--- config.mk ---
export PLATFORM = sky130hd
export DESIGN_NAME = prb_front
export DESIGN_NICKNAME = d
export VERILOG_FILES = /design/src/assert_macros.svh /design/src/prb_pkg.sv /design/src/prb_front.sv
export SDC_FILE = /design/constraint.sdc
export NUM_CORES = 1
export LEC_CHECK = 0
export BUFFER_PORTS_ARGS = -buffer_cell sky130_fd_sc_hd__buf_2
export CAP_MARGIN = 15
export CORE_ASPECT_RATIO = 0.7
export CORE_UTILIZATION = 30
export DETAILED_ROUTE_END_ITERATION = 8
export SYNTH_ARGS = -nofsm -noshare
export SYNTH_HDL_FRONTEND = slang
export SYNTH_SLANG_ARGS = --single-unit
--- constraint.sdc ---
create_clock -name clk -period 3 [get_ports clk]
set_input_delay 0.3 -clock clk [delete_from_list [all_inputs] [get_ports clk]]
set_output_delay 0.3 -clock clk [all_outputs]
set_load 0.01 [all_outputs]
--- src/assert_macros.svh ---
// assertion helpers; they expect clk and rst_n in the enclosing scope
`ifndef ASSERT_MACROS_SVH
`define ASSERT_MACROS_SVH

// condition holds in the same cycle
`define PRB_ASSERT_NOW(label, ante, cons, msg) \
  label: assert property (@(posedge clk) disable iff (!rst_n) (ante) |-> (cons)) \
    else $error(msg);

// condition holds in the following cycle
`define PRB_ASSERT_NEXT(label, ante, cons, msg) \
  label: assert property (@(posedge clk) disable iff (!rst_n) (ante) |=> (cons)) \
    else $error(msg);

`endif

--- src/prb_pkg.sv ---
`default_nettype none

package prb_pkg;

  localparam int SIZE_W        = 13;
  localparam int LEN_W         = 13;
  localparam int OFF_W         = 12;
  localparam int DATA_W        = 8;
  localparam int SUM_W         = 14;
  localparam int MIN_SIZE      = 16;
  localparam int RESET_SIZE    = 4096;
  localparam int TRAILER_BYTES = 8;
  localparam int MOD_SHIFT     = SUM_W - $clog2(MIN_SIZE);
  localparam int MOD_CNT_W     = $clog2(MOD_SHIFT + 1);

  typedef enum logic [1:0] {
    REQ_WR_START = 2'd0,
    REQ_WR_DATA  = 2'd1,
    REQ_RD_START = 2'd2,
    REQ_RD_DATA  = 2'd3
  } req_t;

  typedef enum logic [1:0] {
    ST_OK      = 2'd0,
    ST_NO_ROOM = 2'd1,
    ST_SEQ_ERR = 2'd2
  } status_t;

  typedef struct packed {
    req_t              req;
    logic [LEN_W-1:0]  length;
    logic              len_zero;
    logic [SUM_W-1:0]  need_room;
    logic [OFF_W-1:0]  read_offset;
    logic              advance;
    logic [DATA_W-1:0] data_in;
  } item_t;

  typedef struct packed {
    status_t           status;
    logic [DATA_W-1:0] data_out;
    logic              last;
    logic [SIZE_W-1:0] bytes_to_read;
    logic [SIZE_W-1:0] bytes_to_write;
    logic              packet_ready;
  } result_t;

endpackage

`default_nettype wire

--- src/prb_front.sv ---
`default_nettype none

module prb_front (
  input  logic                       clk,
  input  logic                       rst_n,
  input  logic                       push,
  input  logic [1:0]                 in_req_type,
  input  logic [prb_pkg::LEN_W-1:0]  in_length,
  input  logic [prb_pkg::OFF_W-1:0]  in_read_offset,
  input  logic                       in_advance,
  input  logic [prb_pkg::DATA_W-1:0] in_data_in,
  output logic                       full,
  input  logic                       pop,
  output logic                       empty,
  output prb_pkg::item_t             item
);

  import prb_pkg::*;

  localparam int QUEUE_DEPTH = 2;
  localparam int PTR_W       = $clog2(QUEUE_DEPTH);
  localparam int CNT_W       = $clog2(QUEUE_DEPTH + 1);

  item_t            q_r [QUEUE_DEPTH];
  logic [PTR_W-1:0] wp_r;
  logic [PTR_W-1:0] rp_r;
  logic [CNT_W-1:0] cnt_r;
  item_t            cls;
  logic             do_push;
  logic             do_pop;

  // decode and precompute what the back end checks
  always_comb begin
    cls.req         = req_t'(in_req_type);
    cls.length      = in_length;
    cls.len_zero    = (in_length == '0);
    cls.need_room   = SUM_W'(in_length) + SUM_W'(TRAILER_BYTES);
    cls.read_offset = in_read_offset;
    cls.advance     = in_advance;
    cls.data_in     = in_data_in;
  end

  assign full    = (cnt_r == CNT_W'(QUEUE_DEPTH));
  assign empty   = (cnt_r == '0);
  assign do_push = push && !full;
  assign do_pop  = pop && !empty;
  assign item    = q_r[rp_r];

  always_ff @(posedge clk) begin
    if (!rst_n) begin
      wp_r  <= '0;
      rp_r  <= '0;
      cnt_r <= '0;
    end else begin
      if (do_push) begin
        wp_r <= wp_r + 1'b1;
      end
      if (do_pop) begin
        rp_r <= rp_r + 1'b1;
      end
      case ({do_push, do_pop})
        2'b10:   cnt_r <= cnt_r + 1'b1;
        2'b01:   cnt_r <= cnt_r - 1'b1;
        default: cnt_r <= cnt_r;
      endcase
    end
  end

  always_ff @(posedge clk) begin
    if (do_push) begin
      q_r[wp_r] <= cls;
    end
  end

endmodule

`default_nettype wire

======== Yosys cells after proc, flatten, opt, wreduce, memory -nomap -nowiden ========
Memories as Yosys holds them, arrays and structs flattened. A register that Yosys moved wholly into a read port is not among the register bits.
Cells that the tools add are included.
cells by class
  add/sub/neg operators ................... 5
  eq/ne operators ......................... 3
  multiplexer cells ....................... 5
  reductions and logical operators ........ 7
operator list
  operator                                                                number
  13-bit by 4-bit adder with 14-bit output (second input constant)        1
  13-bit zero test                                                        1
  2-bit equality test (second input constant)                             2
  1-bit 2-to-1 mux                                                        4
  2-bit one-hot mux with 2 select lines                                   1
  1-bit adder (second input constant)                                     2
  2-bit by 1-bit adder with 2-bit output (second input constant)          1
  2-bit by 1-bit equality test with 1-bit output (second input constant)  1
  1-bit logical AND                                                       2
  1-bit zero test                                                         2
  2-bit zero test                                                         1
  2-bit nonzero test                                                      1
  2-bit by 1-bit subtractor with 2-bit output (second input constant)     1
word-level totals
  register bits ........................... 4
  memory bits (writable) .................. 102
  bits of input ports ..................... 40
  output and inout port bits .............. 53
  logic and storage cells ................. 24
  memories kept ........................... 1
memories
  name  words  bits a word  read ports  clocked after memory_dff  write ports  RTL line         RTL
  q_r   2      51           1           1                         1            prb_front.sv:24  item_t q_r [QUEUE_DEPTH];

======== Longest topological paths before layout ========
Gate-level depths: netlist of the first run.
  depth in word-level cells ............... 5
  mapped depth ............................ 6
  gate-level depth less buffers ........... 6

======== Worst setup path after synthesis of the first run ========
OpenSTA, ideal clock, no wires.
  kind .................................... flip-flop to flip-flop
  from .................................... register cnt_r[0]
  to ...................................... memory q_r[0][0] (netlist bit) (enable)
  library setup time ...................... 0.402 ns
  arrival time ............................ 1.867 ns
  required time ........................... 2.598 ns
  slack ................................... 0.731 ns
  stages on the path, launching flop included .. 5
  period minus slack after synthesis ...... 2.269 ns
  path through ............................ dfxtp_1 > nand2b_2 > inv_2 > or3_1 > inv_1
between the ends
  cells in the longest elaborated chain, start to end .. 5
ends and longest elaborated chain
  item                                    RTL line         RTL
  from (decl)                             prb_front.sv:27  logic [CNT_W-1:0] cnt_r;
  from (signal assigned)                  prb_front.sv:62  2'b10: cnt_r <= cnt_r + 1'b1;
  from (signal assigned)                  prb_front.sv:63  2'b01: cnt_r <= cnt_r - 1'b1;
  from (signal assigned)                  prb_front.sv:64  default: cnt_r <= cnt_r;
  2-bit equality test                     prb_front.sv:43  assign full = (cnt_r == CNT_W'(QUEUE_DEPTH));
  via full                                prb_front.sv:12  output logic full,
  1-bit zero test                         prb_front.sv:45  assign do_push = push && !full;
  1-bit logical AND                       prb_front.sv:45
  1-bit 2-to-1 mux                        prb_front.sv:70  if (do_push) begin
  1-bit 2-to-1 mux (implied by the code)  prb_front.sv:71  q_r[wp_r] <= cls;
  to (decl)                               prb_front.sv:24
The timed path passes the listed nets, and every way through them passes these cells.

==> results.cfg, run 1 <==
[outcome]
status = complete, but fails checks
violations = DRC

[placement]
dp_cells = 454
gp_congestion = 0.697
io_buffers = 92
hpwl_microns = 4670

[min_path]
hold_path_depth = 1
hp-class = in2reg

[yosys]
synth_simple_gate_area_frac = 0.0383
synth_top_area_share = 0.741
syn-num-nets = 247
ys_types = 25
ys_seq_area_frac = 0.766
synth_xor_area_frac = 0.0248
synth-seq-cells = 101
syn_inst = 205
synthAdderAreaFrac = 0.00643
syn_avg_cell_area_sq_um = 19.0
synthMuxAreaShare = 0.139
yosys-top-cells-area = edfxtp_1, mux2_2, dfxtp_1, xnor2_1, buf_4
yosys.area.top_type = edfxtp_1
synth-compound-area-share = 0.00707
synth_top_family_by_area = multiplexers
syn-cell-area_sq_um = 3890
yosysWarnings = 0

[detailed_routing]
first_iter_violations = 104
route.detailed.wl_per_inst_microns = 15.6
route.vias.total = 2116
dr.pass1.iters = 6
vias_per_cell = 4.52
route.detailed.drc = 10
routed_wl_microns = 7310
ant_nets = 0

[layout]
drive_gt1_frac = 0.523
diodes = 0
final_core_util = 0.385
fin_cells = 468
nets = 345
area_growth_pct = 24.3

[critical_path]
cp_num_buf_inv = 2
r2r_cells = 5
slowest_delay_ns = 0.49
cp.depth = 3
crit_family = flip-flops
end_kind = primary output
cp.required_ns = 2.70
cp-start-kind = flop
path_class = reg2out
critical-path-slowest-cell = dfxtp_2
cp_data_arrival_time_ns = 1.66
path_cells = buf_12 > mux2_2 > buf_2
critical_path.max_fanout = 40

[timing]
fin_skew_ns = 0.00554
fmax_mhz = 509
fin_crit_ns = 1.96
setup_tns_ns = 0
hold_violations = 0
tightest_slew_ns = 0.483
relSlewSlack = 0.678
setup_violations = 0
rsz0062_at_grt = false
post-route-period-util = 0.655
maxSlewViolCount = 0

[floorplan]
start_util = 0.310
fp.dieH_microns = 97.3
floorplan.die_area_sq_um = 13400
num_io_pins = 93
coreArea_sq_um = 12500
num_rows = 34
die_w_microns = 138

[clock_network]
cts.sinks = 101
ctsRootBufferMaster = clkbuf_16
cts_tree = yes
cts_max_path_buffers = 2
cts_buffers = 9
clk_latency_ns = 0.34
ctsHtreeMaxLevel = 3
cts_setup_buffers = 0
ctsResizeCount = 0
clkTransAtPathRegs_ns = 0.06
cts_hold_buf = 0

[power]
switching_power_mw = 1.10
power.leakage_nw = 1.76
intPower_mw = 2.93
power_frac_comb = 0.269
swShare = 0.274
ir_drop_v = 0.000275
clkPwrFrac = 0.270
p_per_area_nw_per_um2 = 834
total_power_mw = 4.04
p_seq_frac = 0.461

[global_route]
grt_overflow = 0
grt_use_total = 0.116
antenna_found_initial = 0
grt_pass1_wl_microns = 11700
grt_pass1_vias = 2178
grt_max_degree = 41

[flow_run]
maxCapViolCount = 0
-- metal layers --
metal | track usage | up-vias | part of all wire
met5 | 0 | - | 0
met4 | 0.0493 | 0 | 0.017
met3 | 0.0414 | 12 | 0.057
met2 | 0.177 | 64 | 0.46
met1 | 0.151 | 1058 | 0.47
li1 | - | 982 | -
-- synthesized netlist by cell type --
cell	n
a21oi_1	2
inv_1	4
nand4_1	3
and3_1	3
o21ai_0	2
and4_1	2
nor2_1	4
inv_2	1
dfxtp_1	5
nor4_1	1
or4_1	1
nand2_1	3
edfxtp_1	96
nor3_1	1
nand3_1	3
o21a_1	1
buf_4	5
xor2_1	2
xnor2_1	9
mux2_2	48
buf_2	3
nor4_2	1
ha_1	2
or3_1	2
nand2b_2	1
-- area by class of cell --
| type | instances | area [sq um] |
|---|---|---|
| Clock inverter | 3 | 38.8 |
| Clock buffer | 11 | 233 |
| Sequential cell | 101 | 2980 |
| Timing Repair Buffer | 95 | 520 |
| Tap cell | 162 | 203 |
| Inverter | 5 | 18.8 |
| Multi-Input combinational cell | 91 | 840 |
| Fill cell | 1189 | 7710 |
-- path summary, 6_finish.rpt --
kind / from / to / slack [ns]
setup / recovery: flop / item[23] / 1.04
hold / removal: in_read_offset[9] / q_r[0][18] / 0.15
setup reg to reg: cnt_r[0] / q_r[0][5] / 1.18
hold reg to reg: wp_r / wp_r / 0.52
-- cell families after synthesis --
group / Yosys count
flops: 101
mux: 48
simple gates: 25
buf+inv: 13
xor+xnor: 11
compound gates: 5
fa+ha+maj: 2
-- sequential cells by signal (all words and copies together), names as in the netlist, named ones only --
register  count
cnt_r         2
q_r          96
rp_r          1
wp_r          1
-- worst register-to-register path, delay by kind of cell, from the launching register on --
family / cells / cell delay [ns]
simple gates: 2 / 0.52
flops: 1 / 0.41
buf+inv: 3 / 0.54
-- stage by stage --
stage	cell area (sq um)	setup slack (ns)	hold WS, ns
floorplan	3890	0.731	0.399
global placement	4570	1.23	0.469
detailed placement	4570	1.19	0.491
CTS	4840	1.01	0.134
global route	4840	0.948	0.134
finish	4840	1.04	0.149
-- power by group through the flow --
stage / Sequential (mW) / Clock (mW) / Combinational (mW)
2_1_floorplan: 1.86 / 0 / 0.710
3_3_place_gp: 1.88 / 0 / 1.10
3_5_place_dp: 1.89 / 0 / 1.11
4_1_cts: 1.86 / 1.13 / 1.11
5_1_grt: 1.88 / 1.18 / 1.18
6_report: 1.86 / 1.09 / 1.09
-- layout by cell type, fill, tap and decap left out --
cell type	n
nor3_1	1
xor2_1	2
bufinv_16	1
o21a_1	1
nor2_1	4
or4_1	1
nor4_2	1
ha_1	2
xnor2_1	9
dfxtp_2	1
and4_1	2
nor4_1	1
or3_1	2
inv_1	3
nand2b_2	1
mux2_2	48
clkbuf_1	2
nand4_1	3
and3_2	1
and3_1	2
nand2_1	3
clkinv_1	1
clkinv_2	1
o21ai_0	2
dfxtp_1	4
nand3_1	3
buf_12	3
inv_2	2
buf_2	92
edfxtp_1	96
clkbuf_16	9
a21oi_1	2
(Power assumes the default switching activity.)
==> run 2, diff against run 1 <==
- ABC_AREA: default -> 1
- clock period: 3 -> 2 ns (I/O delays scaled with it)
==> run 2 against run 1 <==
  * Via count is 4.3% higher
  * Clock skew about the same
  * Area after synthesis grew 3.9%
  * Combinational power is 6% higher
  * Non-clock buffer count up 3
  * Synthesized cell count up 16%
  * The run now ends clean
  * Largest power group unchanged
  * Die area grew 3.8%
  * Sequential power rose by 42%
  * Setup slack got worse by 0.85 ns
  * Sequential share of layout area down 1.6 points
  * Highest routed layer unchanged
  * Cell count grew 8.8%
  * Largest cell class unchanged
  * Register-to-register slack got worse by 0.73 ns
==> results.cfg, run 2 <==
[clock_network]
clk_latency_ns = 0.34
cts_setup_buffers = 0
cts_buffers = 9
clkTransAtPathRegs_ns = 0.06
ctsRootBufferMaster = clkbuf_16
cts_max_path_buffers = 2
cts.sinks = 101
cts_hold_buf = 0
cts_tree = yes
ctsResizeCount = 0
ctsHtreeMaxLevel = 3

[detailed_routing]
route.detailed.wl_per_inst_microns = 14.3
ant_nets = 0
route.vias.total = 2207
dr.pass1.iters = 4
routed_wl_microns = 7260
vias_per_cell = 4.34
route.detailed.drc = 0
first_iter_violations = 91

[global_route]
grt_pass1_wl_microns = 11600
grt_overflow = 0
met1_usage = 0.138
grt_use_met2 = 0.177
met3_usage = 0.0477
grt_pass1_vias = 2335
grt_max_degree = 29
grt_use_total = 0.112
antenna_found_initial = 0
busiest_layer = met2

[power]
p_seq_frac = 0.495
intPower_mw = 3.96
total_power_mw = 5.36
clkPwrFrac = 0.290
power.leakage_nw = 1.92
switching_power_mw = 1.40
power_frac_comb = 0.216
p_per_area_nw_per_um2 = 1080
swShare = 0.261
ir_drop_v = 0.000476

[yosys]
syn-cell-area_sq_um = 4040
yosys-top-cells-count = edfxtp_1, mux2_2, nand2_1, mux2_4, nor2_1
ys_types = 20
synth-seq-cells = 101
ys_seq_area_frac = 0.738
ys_async_sr_fraction = 0
yosys-top-cells-area = edfxtp_1, mux2_2, mux2_4, dfxtp_1, nand2_1
syn-num-nets = 279
syn_avg_cell_area_sq_um = 17.1
synth_top_area_share = 0.713
yosys.area.top_type = edfxtp_1
yosysWarnings = 0
synth_most_common_cell = edfxtp_1
syn_inst = 237
synth_edf_count = 96
synth_flop_cell = edfxtp_1

[timing]
setup_violations = 0
tightest_slew_ns = 0.451
relSlewSlack = 0.699
fmax_mhz = 552
fin_skew_ns = 0.00516
fin_crit_ns = 1.81
setup_tns_ns = 0
post-route-period-util = 0.906
fin_hold_ws_ns = 0.0468
maxSlewViolCount = 0
rsz0062_at_grt = false
hold_violations = 0

[layout]
top_regs = q_r (96), cnt_r (2)
fin_cells = 509
largest_register_ffs = 96
nets = 380
layout_common_cells = edfxtp_1, buf_2, mux2_2, nand2_1, mux2_4
drive_gt1_frac = 0.475
layout.cells.most_common = edfxtp_1
top_register = q_r
area_growth_pct = 22.8
diodes = 0
fillerInstances = 1271
final_core_util = 0.378

[floorplan]
die_w_microns = 141
floorplan.die_area_sq_um = 14000
fp.dieH_microns = 99.1
start_util = 0.308
num_io_pins = 93
num_rows = 35
coreArea_sq_um = 13100

[placement]
io_buffers = 92
gp_congestion = 0.675
hpwl_microns = 5040
dp_cells = 493

[critical_path]
crit_family = buffers and inverters
cp.required_ns = 1.80
cp_num_buf_inv = 2
path_cells = buf_4 > mux2_2 > buf_2
critical_path.max_fanout = 28
path_class = reg2out
slowest_delay_ns = 0.40
critical-path-slowest-cell = mux2_2
cp_data_arrival_time_ns = 1.61
end_kind = primary output
cp-start-kind = flop

[outcome]
status = finished clean

[min_path]
hp-class = in2reg

[flow_run]
maxCapViolCount = 0
-- run 2: power groups by stage --
stage	logic [mW]	registers [mW]	clock network (mW)
after floorplan	0.778	2.68	0
after global placement	1.16	2.69	0
after detailed placement	1.18	2.70	0
after CTS	1.18	2.65	1.60
after global routing	1.27	2.67	1.68
final	1.16	2.65	1.55
-- run 2: final timing paths --
check	start	endpoint	slack (ns)	cells after the start
setup reg to reg	cnt_r[0]	q_r[1][47]	0.45	5
hold / removal	in_data_in[0]	q_r[0][0]	0.05	1
hold reg to reg	rp_r	rp_r	0.51	2
setup / recovery	flop	item[29]	0.19	3
-- run 2: per-layer routing --
| layer | part of all wire | wire [microns] |
|---|---|---|
| met1 | 0.47 | 3450 |
| met2 | 0.46 | 3310 |
| met3 | 0.064 | 463 |
| met4 | 0.0062 | 45 |
| met5 | 0 | 0 |
-- run 2: cell type report --
| class | count | area [sq um] | area share |
|---|---|---|---|
| Sequential cell | 101 | 2980 | 0.601 |
| Multi-Input combinational cell | 113 | 946 | 0.191 |
| Timing Repair Buffer | 98 | 505 | 0.102 |
| Clock buffer | 12 | 236 | 0.0476 |
| Tap cell | 166 | 208 | 0.0418 |
| Inverter | 15 | 60.1 | 0.0121 |
| Clock inverter | 4 | 25.0 | 0.00504 |
-- run 2: cells by family (layout without fill, tap and decap cells) --
family | Yosys count | count (layout) | share of synthesized area
AO/OA/AOI/OAI | 2 | 2 | 0.00247
XOR/XNOR | 5 | 5 | 0.0108
adder cells (fa/ha/maj) | 2 | 2 | 0.00619
buffers and inverters | 23 | 129 | 0.0303
flip-flops | 101 | 101 | 0.738
multiplexers | 48 | 48 | 0.152
AND/OR/NAND/NOR | 56 | 56 | 0.0603
-- run 2: through the flow --
step                instance area [sq um]  setup WS, ns
global placement                     4700         0.503
floorplan                            4060         0.126
global route                         4960        0.0930
detailed placement                   4700         0.443
finish                               4960         0.189
CTS                                  4960         0.146
==> run 3, diff against run 2 <==
- CAP_MARGIN: 15 -> 20
- SETUP_SLACK_MARGIN: default -> 0.4
==> run 3 against run 2 <==
  * Critical path depth stayed put
  * Worst hold slack hardly changed
  * Cell count is 0.39% higher
  * Setup slack better by 0.16 ns
  * Largest cell class unchanged
  * Die area stayed put
  * Sequential power hardly changed
  * Count of clock-buffer cells in the layout is 3 lower
  * Critical path type unchanged
  * Register-to-register slack better by 0.13 ns
  * Global-route usage is 0.063 points lower
==> results.cfg, run 3 (synthesized netlist as in run 2, its figures left out) <==
[layout]
top_register = q_r
fillerInstances = 1242
top_regs = q_r (96), cnt_r (2)
area_growth_pct = 26.2
postLayoutCellArea_sq_um = 5100
layout.cells.most_common = edfxtp_1
largest_register_ffs = 96
layout_common_cells = edfxtp_1, buf_2, mux2_2, nand2_1, mux2_4
fin_cells = 511
drive_gt1_frac = 0.510
nets = 382
diodes = 0

[placement]
hpwl_microns = 4980
io_buffers = 92
place_area_sq_um = 4750
pre_cts_slack_ns = 0.561
dp_cells = 493
gp_congestion = 0.681

[clock_network]
cts_tree = yes
cts_max_path_buffers = 2
cts_hold_buf = 0
clk_latency_ns = 0.34
cts_setup_buffers = 0
ctsHtreeMaxLevel = 3
ctsRootBufferMaster = clkbuf_16
cts.sinks = 101
cts_buffers = 9
clkTransAtPathRegs_ns = 0.07

[global_route]
met3_usage = 0.0462
met1_usage = 0.144
grt_max_degree = 33
grt_use_met2 = 0.171
grt_pass1_wl_microns = 11600
antenna_found_initial = 0
busiest_layer = met2
grt_pass1_vias = 2256
grt_use_total = 0.111
grt_overflow = 0

[timing]
fmax_mhz = 607
maxSlewViolCount = 0
fin_crit_ns = 1.65
tightest_slew_ns = 0.274
hold_violations = 0
relSlewSlack = 0.817
fin_skew_ns = 0.00377
setup_slack_ns = 0.352
rsz0062_at_grt = true
post-route-period-util = 0.824
setup_tns_ns = 0
setup_violations = 0

[critical_path]
cp.required_ns = 1.80
cp_data_arrival_time_ns = 1.45
end_kind = primary output
cp-start-kind = flop
path_class = reg2out
critical_path.max_fanout = 13

[min_path]
hp-class = in2reg

[power]
p_per_area_nw_per_um2 = 1080
ir_drop_v = 0.000445
power.leakage_nw = 1.95

[floorplan]
die_w_microns = 141
fp.dieH_microns = 99.1
num_rows = 35
num_io_pins = 93
coreArea_sq_um = 13100
floorplan.die_area_sq_um = 14000
start_util = 0.308

[detailed_routing]
routed_wl_microns = 7510
ant_nets = 0
route.detailed.wl_per_inst_microns = 14.7
route.detailed.drc = 0
dr.pass1.iters = 4
route.vias.total = 2205
vias_per_cell = 4.32
first_iter_violations = 89

[flow_run]
maxCapViolCount = 0

[outcome]
status = finished clean
-- run 3: layer usage --
metal,part of all wire,vias to the layer above
met4,0.012,0
li1,-,1069
met2,0.44,70
met5,0,-
met3,0.064,8
met1,0.49,1058
-- run 3: cell type report --
cell class,instances,area [sq um],area share
repair buffers,100,606,0.119
multi-input cells,113,963,0.189
inverters,15,60.1,0.0118
flip-flops and latches,101,2990,0.586
clock buffers,9,225,0.0441
well taps,166,208,0.0407
clock inverters,7,51.3,0.0101
-- run 3: stage by stage --
stage,power [mW],utilization,hold slack (ns)
3_5_place_dp,3.91,0.361,0.391
4_1_cts,5.54,0.384,0.0309
5_1_grt,5.77,0.388,0.0313
6_report,5.50,0.388,0.0473
3_3_place_gp,3.88,0.361,0.387
2_1_floorplan,3.48,-,0.299
-- run 3: path summary, 6_finish.rpt --
| kind | depth (start not counted) | start | end | slack, ns |
|---|---|---|---|---|
| worst max register to register | 8 | cnt_r[0] | cnt_r[1] | 0.58 |
| worst min-delay path | 1 | in_data_in[3] | q_r[0][3] | 0.05 |
| worst min register to register | 2 | cnt_r[1] | cnt_r[1] | 0.51 |
| worst max-delay path | 3 | flop | item[1] | 0.35 |
-- run 3: where the power goes --
group	internal (mW)	total [mW]	switching [mW]
Clock	0.844	1.58	0.735
Combinational	0.615	1.25	0.635
Sequential	2.59	2.67	0.0828
-- run 3: critical path: stages (launching register included) --
cell,delay (ns)
dfxtp_4,0.42
clkbuf_16,0.21
mux2_2,0.34
buf_2,0.13
-- run 3: timing repair --
action | 4_1_cts | 5_1_grt
setup endpoints to repair | 51 | 51
resized for setup | 6 | 1
cloned | 0 | 2
